==> config.mk <==
export PLATFORM = sky130hd
export DESIGN_NAME = serial_image_upload_receiver_top
export DESIGN_NICKNAME = d
export VERILOG_FILES = /design/src/sv/sir_pkg.sv /design/src/sv/sir_in_reg.sv /design/src/sv/sir_core.sv /design/src/sv/sir_out_reg.sv /design/src/sv/serial_image_upload_receiver_top.sv
export SDC_FILE = /design/constraint.sdc
export NUM_CORES = 1
export LEC_CHECK = 0
export BUFFER_PORTS_ARGS = -buffer_cell sky130_fd_sc_hd__clkbuf_2
export CAP_MARGIN = 15
export CORE_MARGIN = 8
export CORE_UTILIZATION = 40
export DETAILED_ROUTE_END_ITERATION = 12
export PLACE_DENSITY = 0.55
export SYNTH_ARGS = -nofsm -noshare
export SYNTH_HDL_FRONTEND = slang
export SYNTH_SLANG_ARGS = --single-unit
export TNS_END_PERCENT = 10
==> constraint.sdc <==
create_clock -name aclk -period 11.9 [get_ports aclk]
set_input_delay 1.19 -clock aclk [delete_from_list [all_inputs] [get_ports aclk]]
set_output_delay 1.19 -clock aclk [all_outputs]
set_load 0.05 [all_outputs]
==> src/sv/sir_pkg.sv <==
// Shared types, codes and constants of the serial image upload receiver.
package sir_pkg;

    // Start sequence length; the sequence itself lives in the control core.
    localparam int START_SEQ_LEN = 8;

    // Default page size in bytes.
    localparam int PAGE_BYTES_DEF = 256;

    // Configuration register widths, index width and reset values.
    localparam int MAX_SIZE_W = 25;
    localparam int APP_BASE_W = 24;
    localparam int CFG_DATA_W = 25;
    localparam int CFG_IDX_W  = 1;
    localparam logic [MAX_SIZE_W-1:0] MAX_SIZE_RST = 25'h0FF_0000;
    localparam logic [APP_BASE_W-1:0] APP_BASE_RST = 24'h01_0000;

    // Configuration register indexes.
    localparam logic [CFG_IDX_W-1:0] CFG_MAX_FILE_SIZE = 1'b0;
    localparam logic [CFG_IDX_W-1:0] CFG_APP_BASE      = 1'b1;

    // Stream widths.
    localparam int S_TDATA_W = 8;
    localparam int S_TUSER_W = 2;
    localparam int M_TDATA_W = 80;
    localparam int M_TUSER_W = 4;

    // Input action codes; the fourth code is ignored.
    typedef enum logic [1:0] {
        ACT_BYTE    = 2'd0,
        ACT_CANCEL  = 2'd1,
        ACT_TIMEOUT = 2'd2
    } action_t;

    // Protocol phase.
    typedef enum logic [1:0] {
        PH_SEQ  = 2'd0,
        PH_CRC  = 2'd1,
        PH_LEN  = 2'd2,
        PH_DATA = 2'd3
    } phase_t;

    // Result event codes.
    typedef enum logic [3:0] {
        EV_NONE      = 4'd0,
        EV_START_ACK = 4'd1,
        EV_BAD_SEQ   = 4'd2,
        EV_CRC_ACK   = 4'd3,
        EV_SIZE_ACK  = 4'd4,
        EV_STAGED    = 4'd5,
        EV_DONE_OK   = 4'd6,
        EV_TOO_LARGE = 4'd7,
        EV_CRC_BAD   = 4'd8,
        EV_CANCELLED = 4'd9,
        EV_TIMEOUT   = 4'd10
    } event_t;

    // One input item.
    typedef struct packed {
        logic [1:0] action;
        logic [7:0] rx_byte;
    } in_item_t;

    // One result item.
    typedef struct packed {
        event_t      ev;
        logic [7:0]  stage_byte;
        logic [7:0]  stage_offset;
        logic        program_page;
        logic [23:0] page_address;
        logic [31:0] echo_value;
    } out_item_t;

endpackage

==> src/sv/sir_in_reg.sv <==
// Input register stage of the upload receiver.
module sir_in_reg
    import sir_pkg::*;
(
    input  logic                 aclk,
    input  logic                 aresetn,
    input  logic                 s_tvalid,
    output logic                 s_tready,
    input  logic [S_TDATA_W-1:0] s_tdata,
    input  logic [S_TUSER_W-1:0] s_tuser,
    input  logic                 adv,
    output logic                 in_valid,
    output in_item_t             in_item
);

    logic     valid_reg;
    logic     valid_next;
    in_item_t item_reg;

    // Slot is free when empty or when its item moves on this cycle
    assign s_tready   = !valid_reg || adv;
    assign valid_next = (s_tvalid && s_tready) || (valid_reg && !adv);

    always_ff @(posedge aclk) begin
        if (!aresetn) begin
            valid_reg <= 1'b0;
        end else begin
            valid_reg <= valid_next;
        end
    end

    // Payload, no reset
    always_ff @(posedge aclk) begin
        if (s_tvalid && s_tready) begin
            item_reg.action  <= s_tuser;
            item_reg.rx_byte <= s_tdata;
        end
    end

    assign in_valid = valid_reg;
    assign in_item  = item_reg;

endmodule

==> src/sv/sir_core.sv <==
// Upload protocol state, CRC and page bookkeeping of the upload receiver.
module sir_core
    import sir_pkg::*;
#(
    parameter int PAGE_BYTES = PAGE_BYTES_DEF
) (
    input  logic                  aclk,
    input  logic                  aresetn,
    input  logic                  cfg_wr_en,
    input  logic [CFG_IDX_W-1:0]  cfg_addr,
    input  logic [CFG_DATA_W-1:0] cfg_wdata,
    input  logic                  adv,
    input  in_item_t              in_item,
    output out_item_t             res
);

    localparam int PO_W = $clog2(PAGE_BYTES);
    localparam logic [PO_W-1:0] PO_LAST = PO_W'(PAGE_BYTES - 1);
    localparam logic [7:0] START_SEQ [16] = '{
        8'd7, 8'd3, 8'd9, 8'd3, 8'd9, 8'd1, 8'd7, 8'd3,
        8'd0, 8'd0, 8'd0, 8'd0, 8'd0, 8'd0, 8'd0, 8'd0
    };

    // Reflected CRC-32 update by one byte
    function automatic logic [31:0] crc_byte(input logic [31:0] crc_in, input logic [7:0] b);
        logic [31:0] c;
        c = crc_in ^ {24'd0, b};
        for (int k = 0; k < 8; k++) begin
            c = c[0] ? ((c >> 1) ^ 32'hEDB8_8320) : (c >> 1);
        end
        return c;
    endfunction

    logic [MAX_SIZE_W-1:0] max_size_reg;
    logic [APP_BASE_W-1:0] app_base_reg;

    phase_t      phase_reg, phase_next;
    logic [31:0] byte_index_reg, byte_index_next;
    logic [31:0] expected_crc_reg, expected_crc_next;
    logic [31:0] image_length_reg, image_length_next;
    logic [23:0] write_offset_reg, write_offset_next;
    logic [31:0] running_crc_reg, running_crc_next;
    logic [PO_W-1:0] page_off_reg, page_off_next;

    logic [4:0]      sh;
    logic [31:0]     field_upd_crc;
    logic [31:0]     field_upd_len;
    logic [31:0]     bi_inc;
    logic [31:0]     crc_new;
    logic [31:0]     crc_final;
    logic [PO_W-1:0] po_inc;
    logic            last_byte;

    // Configuration registers
    always_ff @(posedge aclk) begin
        if (!aresetn) begin
            max_size_reg <= MAX_SIZE_RST;
            app_base_reg <= APP_BASE_RST;
        end else if (cfg_wr_en) begin
            unique case (cfg_addr)
                CFG_MAX_FILE_SIZE: max_size_reg <= cfg_wdata[MAX_SIZE_W-1:0];
                CFG_APP_BASE:      app_base_reg <= cfg_wdata[APP_BASE_W-1:0];
                default: ;
            endcase
        end
    end

    // Helper terms
    always_comb begin
        sh            = {byte_index_reg[1:0], 3'b000};
        field_upd_crc = (expected_crc_reg & ~(32'hFF << sh)) | ({24'd0, in_item.rx_byte} << sh);
        field_upd_len = (image_length_reg & ~(32'hFF << sh)) | ({24'd0, in_item.rx_byte} << sh);
        bi_inc        = byte_index_reg + 32'd1;
        crc_new       = crc_byte(running_crc_reg, in_item.rx_byte);
        crc_final     = ~crc_new;
        last_byte     = (bi_inc == image_length_reg);
        // Page offset follows byte_index modulo the page size, including the 2^32 wrap
        if (bi_inc == 32'd0 || page_off_reg == PO_LAST) begin
            po_inc = '0;
        end else begin
            po_inc = page_off_reg + PO_W'(1);
        end
    end

    // Next state and result
    always_comb begin
        phase_next        = phase_reg;
        byte_index_next   = byte_index_reg;
        expected_crc_next = expected_crc_reg;
        image_length_next = image_length_reg;
        write_offset_next = write_offset_reg;
        running_crc_next  = running_crc_reg;
        page_off_next     = page_off_reg;
        res               = '0;
        res.ev            = EV_NONE;

        unique case (action_t'(in_item.action))
            ACT_CANCEL, ACT_TIMEOUT: begin
                res.ev = (action_t'(in_item.action) == ACT_CANCEL) ? EV_CANCELLED : EV_TIMEOUT;
                phase_next        = PH_SEQ;
                byte_index_next   = '0;
                expected_crc_next = '0;
                image_length_next = '0;
                write_offset_next = '0;
                running_crc_next  = '1;
                page_off_next     = '0;
            end
            ACT_BYTE: begin
                unique case (phase_reg)
                    PH_SEQ: begin
                        if (byte_index_reg < 32'(START_SEQ_LEN) &&
                            in_item.rx_byte == START_SEQ[byte_index_reg[3:0]]) begin
                            if (bi_inc == 32'(START_SEQ_LEN)) begin
                                res.ev            = EV_START_ACK;
                                phase_next        = PH_CRC;
                                byte_index_next   = '0;
                                expected_crc_next = '0;
                                image_length_next = '0;
                                write_offset_next = '0;
                                running_crc_next  = '1;
                                page_off_next     = '0;
                            end else begin
                                byte_index_next = bi_inc;
                            end
                        end else begin
                            // mismatching byte is not rechecked
                            res.ev          = EV_BAD_SEQ;
                            byte_index_next = '0;
                        end
                    end
                    PH_CRC: begin
                        expected_crc_next = field_upd_crc;
                        byte_index_next   = bi_inc;
                        if (byte_index_reg[1:0] == 2'd3) begin
                            res.ev          = EV_CRC_ACK;
                            res.echo_value  = field_upd_crc;
                            phase_next      = PH_LEN;
                            byte_index_next = '0;
                        end
                    end
                    PH_LEN: begin
                        image_length_next = field_upd_len;
                        byte_index_next   = bi_inc;
                        if (byte_index_reg[1:0] == 2'd3) begin
                            res.echo_value = field_upd_len;
                            if (field_upd_len > {7'd0, max_size_reg}) begin
                                res.ev            = EV_TOO_LARGE;
                                phase_next        = PH_SEQ;
                                byte_index_next   = '0;
                                expected_crc_next = '0;
                                image_length_next = '0;
                                write_offset_next = '0;
                                running_crc_next  = '1;
                                page_off_next     = '0;
                            end else begin
                                res.ev            = EV_SIZE_ACK;
                                phase_next        = PH_DATA;
                                byte_index_next   = '0;
                                write_offset_next = app_base_reg;
                                running_crc_next  = '1;
                                page_off_next     = '0;
                            end
                        end
                    end
                    PH_DATA: begin
                        res.ev           = EV_STAGED;
                        res.stage_byte   = in_item.rx_byte;
                        res.stage_offset = 8'(page_off_reg);
                        byte_index_next  = bi_inc;
                        running_crc_next = crc_new;
                        page_off_next    = po_inc;
                        // page end or final byte: program the page
                        if (po_inc == '0 || last_byte) begin
                            res.program_page  = 1'b1;
                            res.page_address  = write_offset_reg;
                            write_offset_next = write_offset_reg + 24'(PAGE_BYTES);
                        end
                        if (last_byte) begin
                            if (crc_final != expected_crc_reg) begin
                                res.ev         = EV_CRC_BAD;
                                res.echo_value = crc_final;
                            end else begin
                                res.ev         = EV_DONE_OK;
                                res.echo_value = image_length_reg;
                            end
                            phase_next        = PH_SEQ;
                            byte_index_next   = '0;
                            expected_crc_next = '0;
                            image_length_next = '0;
                            write_offset_next = '0;
                            running_crc_next  = '1;
                            page_off_next     = '0;
                        end
                    end
                endcase
            end
            default: ;
        endcase
    end

    // State registers, updated when an item moves to the result register
    always_ff @(posedge aclk) begin
        if (!aresetn) begin
            phase_reg        <= PH_SEQ;
            byte_index_reg   <= '0;
            expected_crc_reg <= '0;
            image_length_reg <= '0;
            write_offset_reg <= '0;
            running_crc_reg  <= '1;
            page_off_reg     <= '0;
        end else if (adv) begin
            phase_reg        <= phase_next;
            byte_index_reg   <= byte_index_next;
            expected_crc_reg <= expected_crc_next;
            image_length_reg <= image_length_next;
            write_offset_reg <= write_offset_next;
            running_crc_reg  <= running_crc_next;
            page_off_reg     <= page_off_next;
        end
    end

`ifndef SYNTH
    a_prog_event: assert property (@(posedge aclk) disable iff (!aresetn)
        res.program_page |->
            (res.ev == EV_STAGED || res.ev == EV_DONE_OK || res.ev == EV_CRC_BAD))
        else $error("page program without a data byte event");

    a_page_off_idle: assert property (@(posedge aclk) disable iff (!aresetn)
        phase_reg != PH_DATA |-> page_off_reg == '0)
        else $error("page offset not cleared outside data phase");

    a_seq_index: assert property (@(posedge aclk) disable iff (!aresetn)
        phase_reg == PH_SEQ |-> byte_index_reg < 32'(START_SEQ_LEN))
        else $error("start sequence index out of range");

    a_start_to_crc: assert property (@(posedge aclk) disable iff (!aresetn)
        (adv && res.ev == EV_START_ACK) |=> (phase_reg == PH_CRC && byte_index_reg == '0))
        else $error("start ack did not enter crc phase");
`endif

endmodule

==> src/sv/sir_out_reg.sv <==
// Result register stage of the upload receiver.
module sir_out_reg
    import sir_pkg::*;
(
    input  logic                 aclk,
    input  logic                 aresetn,
    input  logic                 in_valid,
    input  out_item_t            res,
    output logic                 adv,
    output logic                 m_tvalid,
    input  logic                 m_tready,
    output logic [M_TDATA_W-1:0] m_tdata,
    output logic [M_TUSER_W-1:0] m_tuser
);

    logic      valid_reg;
    logic      valid_next;
    out_item_t res_reg;

    // Item moves on when the result slot is empty or being drained
    assign adv        = in_valid && (!valid_reg || m_tready);
    assign valid_next = adv || (valid_reg && !m_tready);

    always_ff @(posedge aclk) begin
        if (!aresetn) begin
            valid_reg <= 1'b0;
        end else begin
            valid_reg <= valid_next;
        end
    end

    always_ff @(posedge aclk) begin
        if (adv) begin
            res_reg <= res;
        end
    end

    assign m_tvalid = valid_reg;
    assign m_tuser  = res_reg.ev;
    assign m_tdata  = {7'd0, res_reg.echo_value, res_reg.page_address,
                       res_reg.program_page, res_reg.stage_offset, res_reg.stage_byte};

endmodule

==> src/sv/serial_image_upload_receiver_top.sv <==
// Serial image upload receiver: one stream event in, one result transfer out per event,
// sustaining one transfer per clock while m_tready stays high; a result is presented on
// the m_ side once its event has passed the input register and then one pass through the
// protocol state update into the result register, and can be taken at the next edge; the
// state update, one combinational pass per event, sets that rate. A waiting result lets
// the input register take one more transfer; once both registers hold an event, s_tready
// follows m_tready until the result is taken. Configuration writes take effect at once
// and belong to idle periods. There is no post-reset clearing pass.
module serial_image_upload_receiver_top
    import sir_pkg::*;
#(
    parameter int PAGE_BYTES = PAGE_BYTES_DEF
) (
    input  logic                  aclk,
    input  logic                  aresetn,
    // configuration write port
    input  logic                  cfg_wr_en,
    input  logic [CFG_IDX_W-1:0]  cfg_addr,
    input  logic [CFG_DATA_W-1:0] cfg_wdata,
    // input events
    input  logic                  s_tvalid,
    output logic                  s_tready,
    input  logic [S_TDATA_W-1:0]  s_tdata,   // [7:0] rx_byte
    input  logic [S_TUSER_W-1:0]  s_tuser,   // [1:0] action
    // results
    output logic                  m_tvalid,
    input  logic                  m_tready,
    output logic [M_TDATA_W-1:0]  m_tdata,   // [7:0] stage_byte, [15:8] stage_offset,
                                             // [16] program_page, [40:17] page_address,
                                             // [72:41] echo_value, [79:73] zero
    output logic [M_TUSER_W-1:0]  m_tuser    // [3:0] event_res
);

    logic      adv;
    logic      in_valid;
    in_item_t  in_item;
    out_item_t res;

    sir_in_reg u_in_reg (
        .aclk     (aclk),
        .aresetn  (aresetn),
        .s_tvalid (s_tvalid),
        .s_tready (s_tready),
        .s_tdata  (s_tdata),
        .s_tuser  (s_tuser),
        .adv      (adv),
        .in_valid (in_valid),
        .in_item  (in_item)
    );

    sir_core #(
        .PAGE_BYTES (PAGE_BYTES)
    ) u_core (
        .aclk      (aclk),
        .aresetn   (aresetn),
        .cfg_wr_en (cfg_wr_en),
        .cfg_addr  (cfg_addr),
        .cfg_wdata (cfg_wdata),
        .adv       (adv),
        .in_item   (in_item),
        .res       (res)
    );

    sir_out_reg u_out_reg (
        .aclk     (aclk),
        .aresetn  (aresetn),
        .in_valid (in_valid),
        .res      (res),
        .adv      (adv),
        .m_tvalid (m_tvalid),
        .m_tready (m_tready),
        .m_tdata  (m_tdata),
        .m_tuser  (m_tuser)
    );

endmodule
# --- Word level (Yosys, flattened, before mapping) ---
# Memory sizes are Yosys's and may differ from the RTL's.
# Cells that the tools add are included.
# Widths: inputs -> output; s select.
op_classes:
  n_addsub: 3
  magnitude_cmp: 3
  n_eq_ne: 19
  shifts: 2
  mux: 72
  bitwise_logic: 17
  n_reduce_logical: 32
op_table:
  columns: ["op", "count"]
  rows:
  - ["$mux 32", 27]
  - ["$pmux 32 s3", 4]
  - ["$pmux 32 s2", 4]
  - ["$mux 24", 6]
  - ["$pmux 32 s4", 1]
  - ["$not 13->14", 8]
  - ["$pmux 24 s3", 1]
  - ["$and 32x32->32", 2]
  - ["$not 32->32", 2]
  - ["$or 32x32->32", 2]
  - ["$mux 8", 7]
  - ["$pmux 24 s2", 1]
  - ["$add 32x1->32 const B", 1]
  - ["$eq 32x32->1", 1]
  - ["$eq 32x4->1 const B", 1]
  - ["$gt 32x25->1", 1]
  - ["$logic_not 32->1", 1]
  - ["$lt 32x4->1 const B", 1]
  - ["$ne 32x32->1", 1]
  - ["$shl 8x5->32", 1]
  - ["$shl 8x5->32 const A", 1]
  - ["$xor 32x8->32", 1]
  - ["$mux 25", 1]
  - ["$add 24x9->24 const B", 1]
  - ["31 further kinds", 71]
word_totals:
  ff_bits: 300
  romBits: 128
  inputBits: 41
  out_inout_bits: 86
  wordCells: 168
  n_memories: 1
mem_list:
  columns: ["memory", "words", "width", "rd", "rd_ports_with_merged_regs", "wr", "line_no", "rtl"]
  rows:
  - ["(no name shown)", 16, 8, 1, 0, 0, "sir_core.sv:112", "in_item.rx_byte == START_SEQ[byte_index_reg[3:0]]) begin"]

# --- Depth between registers and ports, before layout ---
# Gate-level depths: netlist of run 1.
logic_depth:
  word_depth: 23
  mapped_depth: 19
  mapped_depth_nobuf: 15

# --- Modules after synthesis ---
# A second synthesis of run 1 with hierarchy kept.
hier_totals:
  hier_cells: 1968
  area_unflattened_um2: 17056.4
by_module_without_submodules:
  columns: ["module", "n_inst", "cells_per_inst", "area_each_um2", "seq_area_each_um2"]
  rows:
  - ["sir_core", 1, 1864, 14282.4, 4224.1]
  - ["sir_out_reg", 1, 89, 2416.1, 2332.2]
  - ["sir_in_reg", 1, 15, 357.8, 320.3]

# --- Least setup slack after synthesis of run 1 ---
# Ideal clock, no wire load.
synth_timing:
  path_type: "input -> register"
  start: "in m_tready"
  end: "reg u_core.image_length_reg[16]"
  setup_ns: 0.070
  arrival_ns: 4.404
  t_required_ns: 11.830
  slack_ns: 7.426
  cell_stages: 10
  n_path_buf: 2
  cell_sequence: "nor2b_1 nand2b_1 inv_1 nand2b_1 clkbuf_1 a21oi_1 nand3_1 clkbuf_1 or3b_2 a21oi_1"
synth_via:
  elab_chain_len: 3
synth_rtl:
  columns: ["item", "line_no", "rtl"]
  rows:
  - ["start, declared", "serial_image_upload_receiver_top.sv:27", "input logic m_tready,"]
  - ["$logic_or 1x1->1", "sir_out_reg.sv:21", "assign adv = in_valid && (!valid_reg || m_tready);"]
  - ["$logic_and 1x1->1", "sir_out_reg.sv:21", null]
  - ["named net adv", "serial_image_upload_receiver_top.sv:34", "logic adv;"]
  - ["$reduce_and 6->1 (no line)", null, null]
  - ["end signal, assigned", "sir_core.sv:215", "image_length_reg <= image_length_next;"]
  - ["end, declared", "sir_core.sv:40", "logic [31:0] image_length_reg, image_length_next;"]
# The timed path passes the listed nets, and every way through them passes these cells.
# A chain may end at the register's enable or synchronous reset.

# --- Worst setup path in the final report of run 1 ---
layout_timing:
  start: "reg u_core.byte_index_reg[0]"
  end: "reg u_core.expected_crc_reg[16]"
layout_via:
  elab_chain_len: 8
  elab_cells_between_ends: 27
  cone_classes: "add/sub: 1; order compare: 2; eq/ne: 9; shift: 2; mux: 4; bitwise: 6; reduce/logical: 2; memory: 1"
layout_rtl:
  columns: ["item", "line_no", "rtl"]
  rows:
  - ["start, declared", "sir_core.sv:38", "logic [31:0] byte_index_reg, byte_index_next;"]
  - ["start signal, assigned", "sir_core.sv:213", "byte_index_reg <= byte_index_next;"]
  - ["branches (longest 8 deep; another with $gt 32x25->1)", null, null]
  - ["end signal, assigned", "sir_core.sv:214", "expected_crc_reg <= expected_crc_next;"]
  - ["end, declared", "sir_core.sv:39", "logic [31:0] expected_crc_reg, expected_crc_next;"]
# Parallel ways; which one is timed is not known. The select of a mux whose other input is x is not followed.

==> impl_metrics.json, run 1 <==
{
  "leakage_nw": 7.24,
  "cts_setup_buffers": 0,
  "hold_buffers": 0,
  "ir_worst_vdd_mv": 0.0744,
  "finalWirelength_um": 62500,
  "seq_area_frac_synth_pct": 40.0,
  "synth_edf_count": 87,
  "syn_to_final_growth_pct": 12.1,
  "tightestPinTransition_ns": 1.21,
  "cts.htree.levels": 2,
  "final_core_util_pct": 45.1,
  "n_fill_cell": 4195,
  "setup-violations-final": 0,
  "die-area_um2": 49800,
  "antenna_found_initial": 0,
  "fin_cells": 2589,
  "holdCritStartpoint": "u_core.max_size_reg[10]",
  "critPathRequiredTime_ns": 12.35,
  "skew_ns": 0.0366,
  "largest_reg_flops": 73,
  "synth-main-ff-cell": "dfxtp_1",
  "fin_crit_ns": 6.28,
  "fp-row-count": 76,
  "cts_made_buffers": 37,
  "setup_tns_ns": 0,
  "cp-end-kind": "register",
  "synthCells": 1978,
  "clkTransAtPathRegs_ns": 0.06,
  "outcome": "finished clean",
  "startpoint_type": "register",
  "io_pins": 127,
  "cts_tree": "built",
  "clk_latency_ns": 0.56,
  "hold_viol_final": 0,
  "wl_per_cell_um": 24.1,
  "p_total_mw": 2.50,
  "initial_core_util_pct": 40.2,
  "rsz0062_at_grt": "false",
  "synth_cell_type_count": 83,
  "placed_area_um2": 18000,
  "max_freq_mhz": 159,
  "die_w_um": 223,
  "die_y_um": 223,
  "dr_total_vias": 15600,
  "multiInputGateArea_um2": 9350,
  "clockRootBuffer": "clkbuf_16",
  "crit_type": "register to register",
  "r2r_start": "u_core.byte_index_reg[0]",
  "hpwl_um": 45200,
  "drcViolationCount": 0,
  "synth_area_um2": 17200,
  "crit_arrival_ns": 6.73,
  "yosys_warnings": 0,
  "grt_max_degree": 79,
  "grt_overflow": 0,
  "grt_pass1_vias": 14500,
  "dr.pass1.iters": 6,
  "syn_area_per_cell_um2": 8.69,
  "timing.final.crit_share_pct": 52.8,
  "port_buffers": 119,
  "ys_async_sr_fraction_pct": 0,
  "antenna_left": 0,
  "cts_resized": 0,
  "holdCritPathClass": "register to register",
  "drtIter0Drc": 1496,
  "drive_gt1_share_pct": 11.9,
  "cap_violations": 0,
  "dp.cells": 2519,
  "cts.sinks": 300,
  "grt_use_total_pct": 24.2,
  "clockBufferDepth": 3,
  "antenna_cells": 0,
  "core-area_um2": 42700,
  "drv_slew": 0,
  "layout.nets": 2096,
  "via_per_inst": 6.02,
  "gp_congestion": 0.931,
  "relSlewSlack_pct": 19.0,
  "grt_pass1_wl_um": 93500,
  "worstPathMaxFanout": 29,
  "power_density_nw_per_um2": 130,
  "final_cell_area_um2": 19300,
  "startpoint": "u_core.byte_index_reg[0]",
  "register_area_um2": 6880,
  "synth-seq-cells": 300
}
==> cell type report <==
| type | instances | share of cell area, % |
|---|---|---|
| multi-input cells | 1444 | 48.5 |
| clock inverters | 18 | 0.916 |
| flip-flops and latches | 300 | 35.7 |
| clock buffers | 50 | 5.50 |
| inverters | 84 | 1.64 |
| repair buffers | 147 | 4.17 |
| well taps | 546 | 3.55 |
==> Yosys cell counts, types with 20 or more instances <==
cell,n,area [µm²]
and2_1,37,231
a22oi_1,26,195
o21ai_0,97,485
edfxtp_1,87,2610
xnor2_1,94,823
clkbuf_1,106,398
buf_2,22,110
o21ai_1,22,110
xor2_1,42,368
o211ai_1,20,150
nor4_1,22,138
nor2_1,79,297
nand2_1,275,1030
dfxtp_1,213,4260
nand3_1,58,290
a21o_1,36,270
nor3_1,67,335
ha_1,41,513
a31oi_1,32,200
a21oi_1,89,445
and3_1,32,200
nand4_1,32,200
inv_1,83,312
o22ai_1,53,332
==> cell usage in the layout, fill, tap and decap left out, types with 37 or more instances in the layout <==
cell type | Yosys | layout
a21oi_1 | 89 | 89
and2_1 | 37 | 37
clkbuf_16 | 0 | 40
clkbuf_2 | 0 | 118
dfxtp_1 | 213 | 213
edfxtp_1 | 87 | 87
ha_1 | 41 | 41
inv_1 | 83 | 82
nand2_1 | 275 | 275
nand3_1 | 58 | 58
nor2_1 | 79 | 78
nor3_1 | 67 | 67
o21ai_0 | 97 | 97
o22ai_1 | 53 | 53
xnor2_1 | 94 | 94
xor2_1 | 42 | 42
==> path summary, 6_finish.rpt <==
check                                                    to  slack, ns  cells past startpoint
worst max-delay path            u_core.expected_crc_reg[16]       5.62                     13
worst min-delay path                u_core.max_size_reg[10]       0.45                      2
worst max register to register  u_core.expected_crc_reg[16]       5.62                     13
worst min register to register      u_core.max_size_reg[10]       0.45                      2
==> metal layers <==
layer / track usage [%] / vias up / wire (µm)
met3: 3.80 / 125 / 3950
met1: 33.3 / 7639 / 27900
li1: - / 7223 / -
met4: 8.79 / 0 / 2270
met5: 0 / - / 0
met2: 38.0 / 598 / 28400
==> kinds of logic after synthesis <==
family / count (synthesis) / share of synthesized area [%]
simple gates: 712 / 21.0
compound gates: 515 / 20.0
xor+xnor: 156 / 9.45
other cells: 1 / 0.0218
mux: 13 / 0.765
flops: 300 / 40.0
buf+inv: 240 / 5.80
fa+ha+maj: 41 / 2.99
==> metrics by stage <==
| stage | setup WS (ns) | hold WS, ns |
|---|---|---|
| floorplan | 7.43 | 0.431 |
| detailed placement | 5.85 | 0.447 |
| global placement | 5.97 | 0.446 |
| CTS | 5.85 | 0.455 |
| global route | 5.37 | 0.469 |
| finish | 5.62 | 0.454 |
==> report_power, final <==
part	switching [mW]	internal, mW
Sequential	0.0175	1.07
Combinational	0.187	0.0785
Clock	0.459	0.691
==> worst max-delay path, cell delays in order, from the launching register on <==
cell	delay, ns
dfxtp_1	0.59
inv_1	0.17
ha_1	0.48
o21ai_0	0.57
ha_1	0.36
a2111oi_0	0.42
o221ai_1	0.19
nor2b_1	0.18
nor4b_1	0.60
o21ai_0	0.34
o31a_1	0.68
and3_1	0.51
nand2_1	0.74
a2bb2o_1	0.33
No activity file was read; power rests on OpenSTA's default activity.
==> inputs of run 2 (changes only) <==
clock period = 6.4 ns   (was 11.9 ns; I/O delays follow)
==> run 2 against run 1 <==
Compared with the run above: via count rose by 0.14%; core utilization about the same; critical path depth up 1; critical endpoint is now u_core.expected_crc_reg[18]; largest cell class unchanged; highest routed layer unchanged.
==> impl_metrics.json, run 2 (synthesis gave the netlist of run 1 again) <==
{
  "clkTransAtPathRegs_ns": 0.06,
  "drv_slew": 0,
  "register_area_um2": 6880,
  "setup_tns_ns": 0,
  "crit_arrival_ns": 6.46,
  "drive_gt1_share_pct": 12.1,
  "drcViolationCount": 0,
  "wl_met1_um": 27300,
  "die_y_um": 223,
  "grt_use_total_pct": 24.1,
  "dr.pass1.iters": 6,
  "power_frac_seq_pct": 44.0,
  "core-area_um2": 42700,
  "clockBufferDepth": 3,
  "cts.sinks": 300,
  "cap_violations": 0,
  "fin_crit_ns": 6.02,
  "cts.htree.levels": 2,
  "crit_type": "register to register",
  "startpoint_type": "register",
  "combPwrFrac_pct": 10.8,
  "max_freq_mhz": 166,
  "grt_max_degree": 67,
  "die_w_um": 223,
  "final_common_cell": "nand2_1",
  "via_per_inst": 6.02,
  "met3_length_um": 4590,
  "drtIter0Drc": 1826,
  "wl_per_cell_um": 24.2,
  "rsz0062_at_grt": "false",
  "cts_made_buffers": 36,
  "placed_area_um2": 18100,
  "hold_viol_final": 0,
  "tightestPinTransition_ns": 1.15,
  "multiInputGateArea_um2": 9350,
  "p_sw_mw": 1.24,
  "clockRootBuffer": "clkbuf_16",
  "initial_core_util_pct": 40.2,
  "worstPathMaxFanout": 29,
  "clk_latency_ns": 0.55,
  "critPathRequiredTime_ns": 6.83,
  "antenna_left": 0,
  "holdCritPathClass": "input port to register",
  "final_cell_area_um2": 19300,
  "largest_reg_flops": 73,
  "cts_tree": "built",
  "n_fill_cell": 4158,
  "top_layer_used": "met4",
  "dr_total_vias": 15600,
  "leakage_nw": 7.25,
  "antenna_found_initial": 1,
  "hpwl_um": 45200,
  "io_pins": 127,
  "finalWirelength_um": 62700,
  "cts_resized": 0,
  "power_density_nw_per_um2": 239,
  "power.internal_mw": 3.36,
  "wl_met2_um": 28600,
  "layout.nets": 2103,
  "syn_to_final_growth_pct": 12.1,
  "grt_pass1_wl_um": 92800,
  "outcome": "finished clean",
  "cp-end-kind": "register",
  "grt_overflow": 0,
  "timing.final.crit_share_pct": 94.1,
  "ir_worst_vdd_mv": 0.150,
  "fin_ws_ns": 0.376,
  "hold_buffers": 0,
  "switching_share_pct": 26.9,
  "setup-violations-final": 0,
  "cts_setup_buffers": 0,
  "gp_congestion": 0.964,
  "p_total_mw": 4.60,
  "die-area_um2": 49800,
  "relSlewSlack_pct": 22.7,
  "grt_pass1_vias": 14700,
  "place_worst_setup_slack_ns": 0.581,
  "power_frac_clock_pct": 45.2,
  "port_buffers": 119,
  "fp-row-count": 76,
  "skew_ns": 0.0187,
  "final_cell_mix": "275 x nand2_1, 213 x dfxtp_1, 118 x clkbuf_2"
}
[run 2: cell types whose count changed in the layout (fill, tap and decap cells not counted), sizes merged]
cell	change
buf	+8
clkbuf	-4
clkinvlp	+1
diode	+1
inv	-1
[run 2: path summary, 6_finish.rpt]
path                                      end                startpoint  cells past startpoint  slack, ns
setup / recovery  u_core.expected_crc_reg[18]  u_core.byte_index_reg[0]                     14       0.38
hold / removal            u_in_reg.in_item[7]                s_tdata[7]                      1       0.27
setup reg to reg  u_core.expected_crc_reg[18]  u_core.byte_index_reg[0]                     14       0.38
hold reg to reg        u_core.app_base_reg[3]    u_core.app_base_reg[3]                      2       0.45
[run 2: layout make-up]
| cell class | instances | share of cell area, % |
|---|---|---|
| flip-flops and latches | 300 | 35.7 |
| well taps | 546 | 3.55 |
| multi-input cells | 1444 | 48.5 |
| clock inverters | 18 | 0.870 |
| clock buffers | 46 | 5.19 |
| diodes | 1 | 0.0130 |
| repair buffers | 155 | 4.53 |
| inverters | 84 | 1.64 |
[run 2: power groups by stage]
| stage | combinational, mW | clock [mW] | sequential [mW] |
|---|---|---|---|
| finish | 0.496 | 2.08 | 2.03 |
| global placement | 0.488 | 0 | 2.07 |
| global route | 0.525 | 2.18 | 2.03 |
| floorplan | 0.282 | 0 | 2.11 |
| CTS | 0.491 | 2.11 | 2.03 |
| detailed placement | 0.489 | 0 | 2.07 |
[run 2: layer usage]
metal | global-route usage [%] | vias up
li1 | - | 7263
met1 | 32.5 | 7561
met2 | 38.2 | 642
met3 | 4.22 | 141
met4 | 8.86 | 0
met5 | 0 | -
[run 2: worst max-delay path, stage by stage (launching register included)]
cell	delay, ns
dfxtp_1	0.62
inv_1	0.18
ha_1	0.45
o21ai_0	0.38
ha_1	0.32
a2111oi_0	0.44
o221ai_1	0.18
nor2b_1	0.19
nor4b_1	0.58
o21ai_0	0.33
o31a_1	0.65
and3_1	0.33
buf_4	0.17
nand2_1	0.74
a2bb2o_1	0.33
[run 2: through the flow]
| stage | hold WS, ns | util (%) | std cells |
|---|---|---|---|
| after floorplan | 0.431 | - | 1984 |
| after global placement | 0.445 | 42.3 | 2527 |
| after detailed placement | 0.448 | 42.3 | 2527 |
| after CTS | 0.243 | 45.1 | 2591 |
| after global routing | 0.253 | 45.1 | 2593 |
| final | 0.270 | 45.1 | 2594 |
